## config.mk

```make
export PLATFORM = sky130hd
export DESIGN_NAME = pi_controller_antiwindup
export DESIGN_NICKNAME = d
export VERILOG_FILES = /design/src/pca_pkg.sv /design/src/pi_controller_antiwindup.sv
export VERILOG_INCLUDE_DIRS = /design/src /design/src/src
export SDC_FILE = /design/constraint.sdc
export NUM_CORES = 2
export LEC_CHECK = 0
export ABC_AREA = 1
export ABC_CLOCK_PERIOD_IN_PS = 14950
export BUFFER_PORTS_ARGS = -buffer_cell sky130_fd_sc_hd__buf_2
export CAP_MARGIN = 30
export CORE_ASPECT_RATIO = 1.25
export CORE_UTILIZATION = 35
export DETAILED_ROUTE_END_ITERATION = 12
export GPL_TIMING_DRIVEN = 0
export MAX_ROUTING_LAYER = met4
export PLACE_DENSITY = 0.56
export SLEW_MARGIN = 10
export SYNTH_ARGS = -nofsm -noshare
export SYNTH_HDL_FRONTEND = slang
export SYNTH_SLANG_ARGS = --single-unit
```

## constraint.sdc

```tcl
create_clock -name clk -period 14.95 [get_ports clk]
set_input_delay 1.495 -clock clk [delete_from_list [all_inputs] [get_ports clk]]
set_output_delay 1.495 -clock clk [all_outputs]
set_load 0.02 [all_outputs]
```

## src/pi_controller_antiwindup_defines.svh

```systemverilog
// Assertion macros for the PI controller block.
// Used by the top level only; the including module provides clk and rst.
`ifndef PI_CONTROLLER_ANTIWINDUP_DEFINES_SVH
`define PI_CONTROLLER_ANTIWINDUP_DEFINES_SVH

// Same-cycle implication, disabled during reset
`define PCA_ASSERT_SAME(label, ante, cons) \
  label: assert property (@(posedge clk) disable iff (rst) (ante) |-> (cons)) \
    else $error("pi controller check failed");

// Next-cycle implication, disabled during reset
`define PCA_ASSERT_NEXT(label, ante, cons) \
  label: assert property (@(posedge clk) disable iff (rst) (ante) |=> (cons)) \
    else $error("pi controller check failed");

`endif

```

## src/pca_pkg.sv

```systemverilog
// Package for the PI controller: payload structs, register codes,
// microcode control word and the microcode program. No dependencies.
package pca_pkg;

  // Number of controller instances and the width of an instance index
  localparam int NUM_CHANNELS = 2;
  localparam int CH_IDX_W     = (NUM_CHANNELS > 1) ? $clog2(NUM_CHANNELS) : 1;

  // Configuration port index width
  localparam int CFG_IDX_W = 3;

  // Shared multiplier: signed operands and registered product
  localparam int MUL_W  = 31;
  localparam int PROD_W = 62;
  // Drive accumulator: two products of at most 33 bits each, plus sign
  localparam int ACC_W  = 36;

  // Divide by 1000 as (x >> 3) / 125, exact for x below 2**29:
  // RECIP_125 = ceil(2**36 / 125), quotient = ((x >> 3) * RECIP_125) >> 36
  localparam int          PRE_SHIFT   = 3;
  localparam int          RECIP_SHIFT = 36;
  localparam int          RECIP_W     = 30;
  localparam logic [RECIP_W-1:0] RECIP_125 = 30'd549755814;
  // Quotient width: |error * elapsed| / 1000 stays below 2**23
  localparam int          QUOT_W      = 23;

  typedef struct packed {
    logic               channel;
    logic signed [15:0] target;
    logic signed [15:0] measured;
    logic        [15:0] elapsed;
  } in_item_t;

  typedef struct packed {
    logic signed [15:0] drive;
    logic        [15:0] drive_magnitude;
  } out_item_t;

  typedef enum logic [CFG_IDX_W-1:0] {
    REG_PROP_GAIN = 3'd0,
    REG_INT_GAIN  = 3'd1,
    REG_OUT_MIN   = 3'd2,
    REG_OUT_MAX   = 3'd3,
    REG_INT_MIN   = 3'd4,
    REG_INT_MAX   = 3'd5
  } cfg_reg_t;

  // Program steps
  typedef enum logic [2:0] {
    STEP_WAIT,
    STEP_ERR_TIME,
    STEP_RECIP,
    STEP_INTEG,
    STEP_INT_GAIN,
    STEP_FINISH
  } step_t;

  typedef enum logic [1:0] {
    A_ERR_MAG,
    A_PROD_SHIFT,
    A_ERR,
    A_INTEG
  } a_sel_t;

  typedef enum logic [1:0] {
    B_ELAPSED,
    B_RECIP,
    B_PROP_GAIN,
    B_INT_GAIN
  } b_sel_t;

  // Step advance condition
  typedef enum logic [1:0] {
    COND_ALWAYS,
    COND_IN,
    COND_OUT
  } cond_t;

  typedef struct packed {
    logic   mul_en;
    a_sel_t a_sel;
    b_sel_t b_sel;
    logic   integ_we;
    logic   acc_load;
    logic   out_we;
    cond_t  cond;
    step_t  next_step;
  } ctrl_t;

  // Microcode ROM: one control word per step
  function automatic ctrl_t ucode(step_t s);
    ctrl_t c;
    c = '{mul_en: 1'b0, a_sel: A_ERR_MAG, b_sel: B_ELAPSED, integ_we: 1'b0,
          acc_load: 1'b0, out_we: 1'b0, cond: COND_ALWAYS, next_step: STEP_WAIT};
    case (s)
      STEP_WAIT: begin
        c.cond      = COND_IN;
        c.next_step = STEP_ERR_TIME;
      end
      STEP_ERR_TIME: begin
        c.mul_en    = 1'b1;
        c.a_sel     = A_ERR_MAG;
        c.b_sel     = B_ELAPSED;
        c.next_step = STEP_RECIP;
      end
      STEP_RECIP: begin
        c.mul_en    = 1'b1;
        c.a_sel     = A_PROD_SHIFT;
        c.b_sel     = B_RECIP;
        c.next_step = STEP_INTEG;
      end
      STEP_INTEG: begin
        c.mul_en    = 1'b1;
        c.a_sel     = A_ERR;
        c.b_sel     = B_PROP_GAIN;
        c.integ_we  = 1'b1;
        c.next_step = STEP_INT_GAIN;
      end
      STEP_INT_GAIN: begin
        c.mul_en    = 1'b1;
        c.a_sel     = A_INTEG;
        c.b_sel     = B_INT_GAIN;
        c.acc_load  = 1'b1;
        c.next_step = STEP_FINISH;
      end
      STEP_FINISH: begin
        c.out_we    = 1'b1;
        c.cond      = COND_OUT;
        c.next_step = STEP_WAIT;
      end
      default: begin
        c.next_step = STEP_WAIT;
      end
    endcase
    return c;
  endfunction

endpackage

```

## src/pi_controller_antiwindup.sv

```systemverilog
// Multi-channel PI controller with integrator clamping, top level.
// Depends on pca_pkg and on pi_controller_antiwindup_defines.svh.
`include "pi_controller_antiwindup_defines.svh"

// An item is taken in by a transfer in the wait step, then passes through five
// microcode steps. The first four share one 31x31 signed multiplier (error
// times elapsed time, the reciprocal multiply that divides by 1000, and the
// two gain products); the last sums, clamps and loads the output register.
// The multiplier is used once in each of those four steps. One item is in
// work at a time; in_stall is high from the cycle after a transfer until
// the result lands in the output register. The output
// register holds a finished result while the next item is taken in; a result
// that is still stalled when the next one is done holds the last step until
// it leaves. Configuration writes belong in idle periods; integrators clear
// to zero on reset.
module pi_controller_antiwindup import pca_pkg::*; (
  input  logic                 clk,
  input  logic                 rst,
  input  logic                 in_valid,
  output logic                 in_stall,
  input  in_item_t             in_data,
  output logic                 out_valid,
  input  logic                 out_stall,
  output out_item_t            out_data,
  input  logic                 cfg_we,
  input  logic [CFG_IDX_W-1:0] cfg_index,
  input  logic [15:0]          cfg_data
);

  // Configuration registers
  logic        [15:0] prop_gain;
  logic        [15:0] int_gain;
  logic signed [15:0] out_min;
  logic signed [15:0] out_max;
  logic signed [15:0] int_min;
  logic signed [15:0] int_max;

  // Sequencer
  step_t step;
  step_t step_next;
  ctrl_t ctrl;
  logic  in_xfer;
  logic  slot_free;

  // Item registers
  logic        [CH_IDX_W-1:0] ch;
  logic signed [16:0]         err;
  logic        [15:0]         elapsed;
  logic signed [16:0]         err_in;
  logic signed [16:0]         err_neg;
  logic        [15:0]         err_mag;

  // Datapath
  logic signed [MUL_W-1:0]  mul_a;
  logic signed [MUL_W-1:0]  mul_b;
  logic signed [PROD_W-1:0] mul_p;
  logic signed [PROD_W-1:0] prod;
  logic signed [15:0]       integrator [NUM_CHANNELS];
  logic signed [15:0]       integ;
  logic signed [ACC_W-1:0]  acc;

  logic        [QUOT_W-1:0] quot;
  logic signed [QUOT_W:0]   quot_s;
  logic signed [23:0]       integ_sum;
  logic signed [15:0]       integ_new;
  logic signed [ACC_W-1:0]  drive_sum;
  logic signed [15:0]       drive_val;
  logic signed [16:0]       drive_ext;
  logic signed [16:0]       drive_abs;

  // Magnitude of the held result, for the checks
  logic        [15:0]       out_abs;

  // Handshake conditions
  assign in_xfer   = in_valid && !in_stall;
  assign in_stall  = (step != STEP_WAIT);
  assign slot_free = !out_valid || !out_stall;

  // Fetch the control word of the current step
  assign ctrl = ucode(step);

  // Pick the next step
  always_comb begin
    step_next = step;
    case (ctrl.cond)
      COND_ALWAYS: step_next = ctrl.next_step;
      COND_IN:     if (in_xfer) step_next = ctrl.next_step;
      COND_OUT:    if (slot_free) step_next = ctrl.next_step;
      default:     step_next = STEP_WAIT;
    endcase
  end

  always_ff @(posedge clk) begin
    if (rst) begin
      step <= STEP_WAIT;
    end else begin
      step <= step_next;
    end
  end

  // Write configuration registers; unknown indexes are dropped
  always_ff @(posedge clk) begin
    if (rst) begin
      prop_gain <= 16'd10;
      int_gain  <= 16'd1;
      out_min   <= -16'sd1000;
      out_max   <= 16'sd1000;
      int_min   <= -16'sd1000;
      int_max   <= 16'sd1000;
    end else if (cfg_we) begin
      case (cfg_reg_t'(cfg_index))
        REG_PROP_GAIN: prop_gain <= cfg_data;
        REG_INT_GAIN:  int_gain  <= cfg_data;
        REG_OUT_MIN:   out_min   <= cfg_data;
        REG_OUT_MAX:   out_max   <= cfg_data;
        REG_INT_MIN:   int_min   <= cfg_data;
        REG_INT_MAX:   int_max   <= cfg_data;
        default: ;
      endcase
    end
  end

  // Capture the item: channel, error and elapsed time
  assign err_in = 17'(in_data.target) - 17'(in_data.measured);

  always_ff @(posedge clk) begin
    if (in_xfer) begin
      ch      <= (NUM_CHANNELS > 1) ? CH_IDX_W'(in_data.channel) : '0;
      err     <= err_in;
      elapsed <= in_data.elapsed;
    end
  end

  // Error magnitude, fits 16 bits unsigned
  assign err_neg = -err;
  assign err_mag = err[16] ? err_neg[15:0] : err[15:0];

  // Select multiplier operands
  always_comb begin
    case (ctrl.a_sel)
      A_ERR_MAG:    mul_a = {{(MUL_W-16){1'b0}}, err_mag};
      A_PROD_SHIFT: mul_a = {{(MUL_W-32+PRE_SHIFT){1'b0}}, prod[31:PRE_SHIFT]};
      A_ERR:        mul_a = MUL_W'(err);
      A_INTEG:      mul_a = MUL_W'(integ);
      default:      mul_a = '0;
    endcase
    case (ctrl.b_sel)
      B_ELAPSED:   mul_b = {{(MUL_W-16){1'b0}}, elapsed};
      B_RECIP:     mul_b = {{(MUL_W-RECIP_W){1'b0}}, RECIP_125};
      B_PROP_GAIN: mul_b = {{(MUL_W-16){1'b0}}, prop_gain};
      B_INT_GAIN:  mul_b = {{(MUL_W-16){1'b0}}, int_gain};
      default:     mul_b = '0;
    endcase
  end

  assign mul_p = mul_a * mul_b;

  always_ff @(posedge clk) begin
    if (ctrl.mul_en) begin
      prod <= mul_p;
    end
  end

  // Integrator update: signed quotient, add, clamp with the upper test first
  assign quot   = prod[RECIP_SHIFT+QUOT_W-1:RECIP_SHIFT];
  assign quot_s = err[16] ? -$signed({1'b0, quot}) : $signed({1'b0, quot});
  assign integ_sum = 24'(integrator[ch]) + 24'(quot_s);

  always_comb begin
    if (integ_sum > 24'(int_max)) begin
      integ_new = int_max;
    end else if (integ_sum < 24'(int_min)) begin
      integ_new = int_min;
    end else begin
      integ_new = integ_sum[15:0];
    end
  end

  always_ff @(posedge clk) begin
    if (rst) begin
      for (int i = 0; i < NUM_CHANNELS; i++) begin
        integrator[i] <= '0;
      end
    end else if (ctrl.integ_we) begin
      integrator[ch] <= integ_new;
    end
  end

  // Hold the clamped integrator and the proportional term
  always_ff @(posedge clk) begin
    if (ctrl.integ_we) begin
      integ <= integ_new;
    end
    if (ctrl.acc_load) begin
      acc <= ACC_W'(prod);
    end
  end

  // Drive: sum of both terms, clamp with the upper test first
  assign drive_sum = acc + ACC_W'(prod);

  always_comb begin
    if (drive_sum > ACC_W'(out_max)) begin
      drive_val = out_max;
    end else if (drive_sum < ACC_W'(out_min)) begin
      drive_val = out_min;
    end else begin
      drive_val = drive_sum[15:0];
    end
  end

  assign drive_ext = 17'(drive_val);
  assign drive_abs = drive_val[15] ? -drive_ext : drive_ext;

  // Output register: load when the slot is free, drop after a transfer
  always_ff @(posedge clk) begin
    if (rst) begin
      out_valid <= 1'b0;
    end else if (ctrl.out_we && slot_free) begin
      out_valid <= 1'b1;
    end else if (!out_stall) begin
      out_valid <= 1'b0;
    end
  end

  always_ff @(posedge clk) begin
    if (ctrl.out_we && slot_free) begin
      out_data.drive           <= drive_val;
      out_data.drive_magnitude <= drive_abs[15:0];
    end
  end

  assign out_abs = out_data.drive[15] ? 16'(-out_data.drive) : 16'(out_data.drive);

  // Checks
  `PCA_ASSERT_NEXT(a_start_step, in_xfer, step == STEP_ERR_TIME)
  `PCA_ASSERT_NEXT(a_finish_loads, ctrl.out_we && slot_free, out_valid && !in_stall)
  `PCA_ASSERT_SAME(a_mag_match, out_valid, out_data.drive_magnitude == out_abs)

endmodule
```

==> run summary <==
Synth top cells by count = inv_1, nand2_1, fa_1, nor2_1, ha_1
origin of the critical flop-to-flop path = step[1]$_SDFFE_PP0P_
CTS buffer count = 34
clock root buffer = clkbuf_16
final setup violating endpoints = 0
Seq/Total Area, Yosys = 19.63%
final net count = 6203
Worst Hold Class = reg2reg
Synth async-reset ratio = 0%
gpl congestion = 0.9604
hold path cells = 2
Vias = 32.79k
layout cells sized above 1 = 5.561%
Row Count = 141
top_reg_cell synth = edfxtp_1
Slowest cell on crit path = nor2_1
Critical Path AT = 10.91 ns
Worst R2R Setup Slack = 4.30 ns
grt total ovfl = 0
Setup Buffers After CTS = 0
Slew Viols, Final = 0
Worst EP required = 15.21 ns
post-route clock period utilization = 71.24%
CTS tree = built
post-layout min period = 10.65 ns
first-pass GRT wire length = 200.4 mm
routed length per instance = 19.52 µm
Fillers = 12.09k
CTS H-tree depth = 2
most frequent cell after synthesis = inv_1
Initial Util = 35.48%
Final Util = 38.78%
DR vias/cell = 4.935
Core ar. = 0.1187 mm²
Top cell by count, worst path = fa_1
Finished Layout Cells = 6645
CP max stage delay = 0.68 ns
Worst setup EP type = register
synthesis-to-finish area growth = 9.294%
status = completed
max cap viols = 0
syn_area_per_cell = 8.627 µm²
Reg area = 0.008268 mm²
Post-CTS Resized = 0
Fmax achieved = 0.09389 GHz
cts hold-fix bufs = 0
Hold Startpoint = int_gain[6]$_SDFFE_PP0P_
flops & latches, synth = 309
fin worst setup slack = 4.300 ns
chip width = 312.3 µm
Worst R2R End = prod[57]$_DFFE_PN_
Synth cell types = 50
I/O pins = 107
Slew headroom = 29.04%
crit start category = register
total die area = 0.1218 mm²
Final Skew = 0.02778 ns
critical path class = reg2reg
worst r2r path cells = 32
largest cells by area after synthesis = fa_1, edfxtp_1, ha_1
worst skew pair latency = 0.55 ns
CTS Buffer Depth = 3
DRT Pass-1 Iters = 6
Mapped Area = 0.04212 mm²
Worst-path clk slew = 0.06 ns
Mapped Cells = 4883
Tot GR Track Use = 22.20%
pin count of the biggest net entering global routing = 60
worst-margin pin slew = 1.057 ns
Post-synth EDFFs = 208
CP max FO = 10
dpl cells = 6583
CTS sink cnt = 309
Synth top area share = 29.18%
initial antenna violation count = 6
Post-route DRC = 0
Synth area leader = fa_1
Initial DRC Count = 2159
Hold Vio Cnt, Final = 0
placed wire-length estimate = 112.4 mm
# port buffers = 105
DIE HEIGHT = 389.9 µm
post-route ant nets = 0
setup_tns = 0 ns
WHS Endpoint = int_gain[6]$_SDFFE_PP0P_
pre-CTS WS = 4.332 ns
vias in the first global route = 34.03k
Multi-input gate area = 0.02937 mm²
RSZ-0062 raised after global routing = no
Syn. warnings = 0
WL final = 129.7 mm
-- routing by layer --
layer  vias to the layer above  track usage [%]  routed length (µm)
met2                       870            39.03               65340
met1                     16130            26.31               53020
li1                      15560                -                   -
met5                         -                -                   0
met3                       237            1.837                5585
met4                         0            8.414                5730
-- stage by stage --
stage               hold WS [ns]  cell area, µm²
global placement          0.4387           44660
floorplan                 0.4289           42170
detailed placement        0.4432           44860
finish                    0.4572           46040
CTS                       0.4557           46040
global route              0.4705           46040
-- registers in the layout, summed over array words and instances, names as in the netlist, 17 cells and up, named ones only --
register and cells:
prod 59, acc 36, err 17, out_data 31
integrator 32
-- how the worst max path moves through the flow --
stage	from	to	slack, ns	depth (start not counted)
2_1_floorplan	step[0]$_SDFFE_PP0P_	prod[56]$_DFFE_PN_	5.99	34
3_3_place_gp	step[0]$_SDFFE_PP0P_	prod[57]$_DFFE_PN_	3.48	32
3_5_place_dp	step[1]$_SDFFE_PP0P_	prod[57]$_DFFE_PN_	4.33	32
4_1_cts	step[1]$_SDFFE_PP0P_	prod[57]$_DFFE_PN_	4.28	32
5_1_grt	step[1]$_SDFFE_PP0P_	prod[57]$_DFFE_PN_	3.73	32
6_report	step[1]$_SDFFE_PP0P_	prod[57]$_DFFE_PN_	4.30	32
-- critical path, delay by kind of cell, from the launching register on --
kind	cells	cell delay [ns]
xor gates and xnor gates	1	0.11
AOI/OAI and AO/OA	3	0.58
and+or+nand+nor	11	3.02
DFF	1	0.36
buffers and inverters	8	1.74
adders and majority gates	9	4.53
-- layout make-up --
cell class	instances	share of cell area [%]
multi-input combinational	3382	63.79
sequential	309	17.96
inverter	1103	8.993
tap	1573	4.275
clock buffer	41	2.044
timing repair buffer	116	1.476
buffer	100	0.9485
clock inverter	20	0.5136
antenna	1	0.005435
-- cell usage in the layout (no fill, tap or decap), types with 11 or more instances in the layout --
cell type / instances
mux2_2: 15
nand4_1: 28
nor3_1: 21
xnor2_1: 52
clkbuf_16: 37
dfxtp_1: 101
o21ai_0: 198
ha_1: 470
o21a_1: 12
fa_1: 614
a31oi_1: 18
a21oi_1: 267
clkbuf_1: 62
nand2_2: 11
inv_1: 1092
nand2_1: 710
a221oi_1: 21
o211ai_1: 34
nor2_1: 559
a21o_1: 11
nand3_1: 105
conb_1: 13
buf_2: 131
nor2_2: 18
edfxtp_1: 208
xor2_1: 106
-- cell families (layout without fill, tap and decap cells) --
group	after synthesis	count (layout)	synth area share, %
flip-flops	309	309	19.63
adder cells (fa/ha/maj)	1084	1084	43.14
AND/OR/NAND/NOR	1481	1481	14.14
XOR/XNOR	158	158	3.285
AO/OA/AOI/OAI	631	631	8.525
other	2	14	0.01783
multiplexers	15	15	0.4010
buffers and inverters	1203	1380	10.86
Power is not shown: default switching activity piles up to over one toggle a cycle in this logic, so the estimate is an artifact.
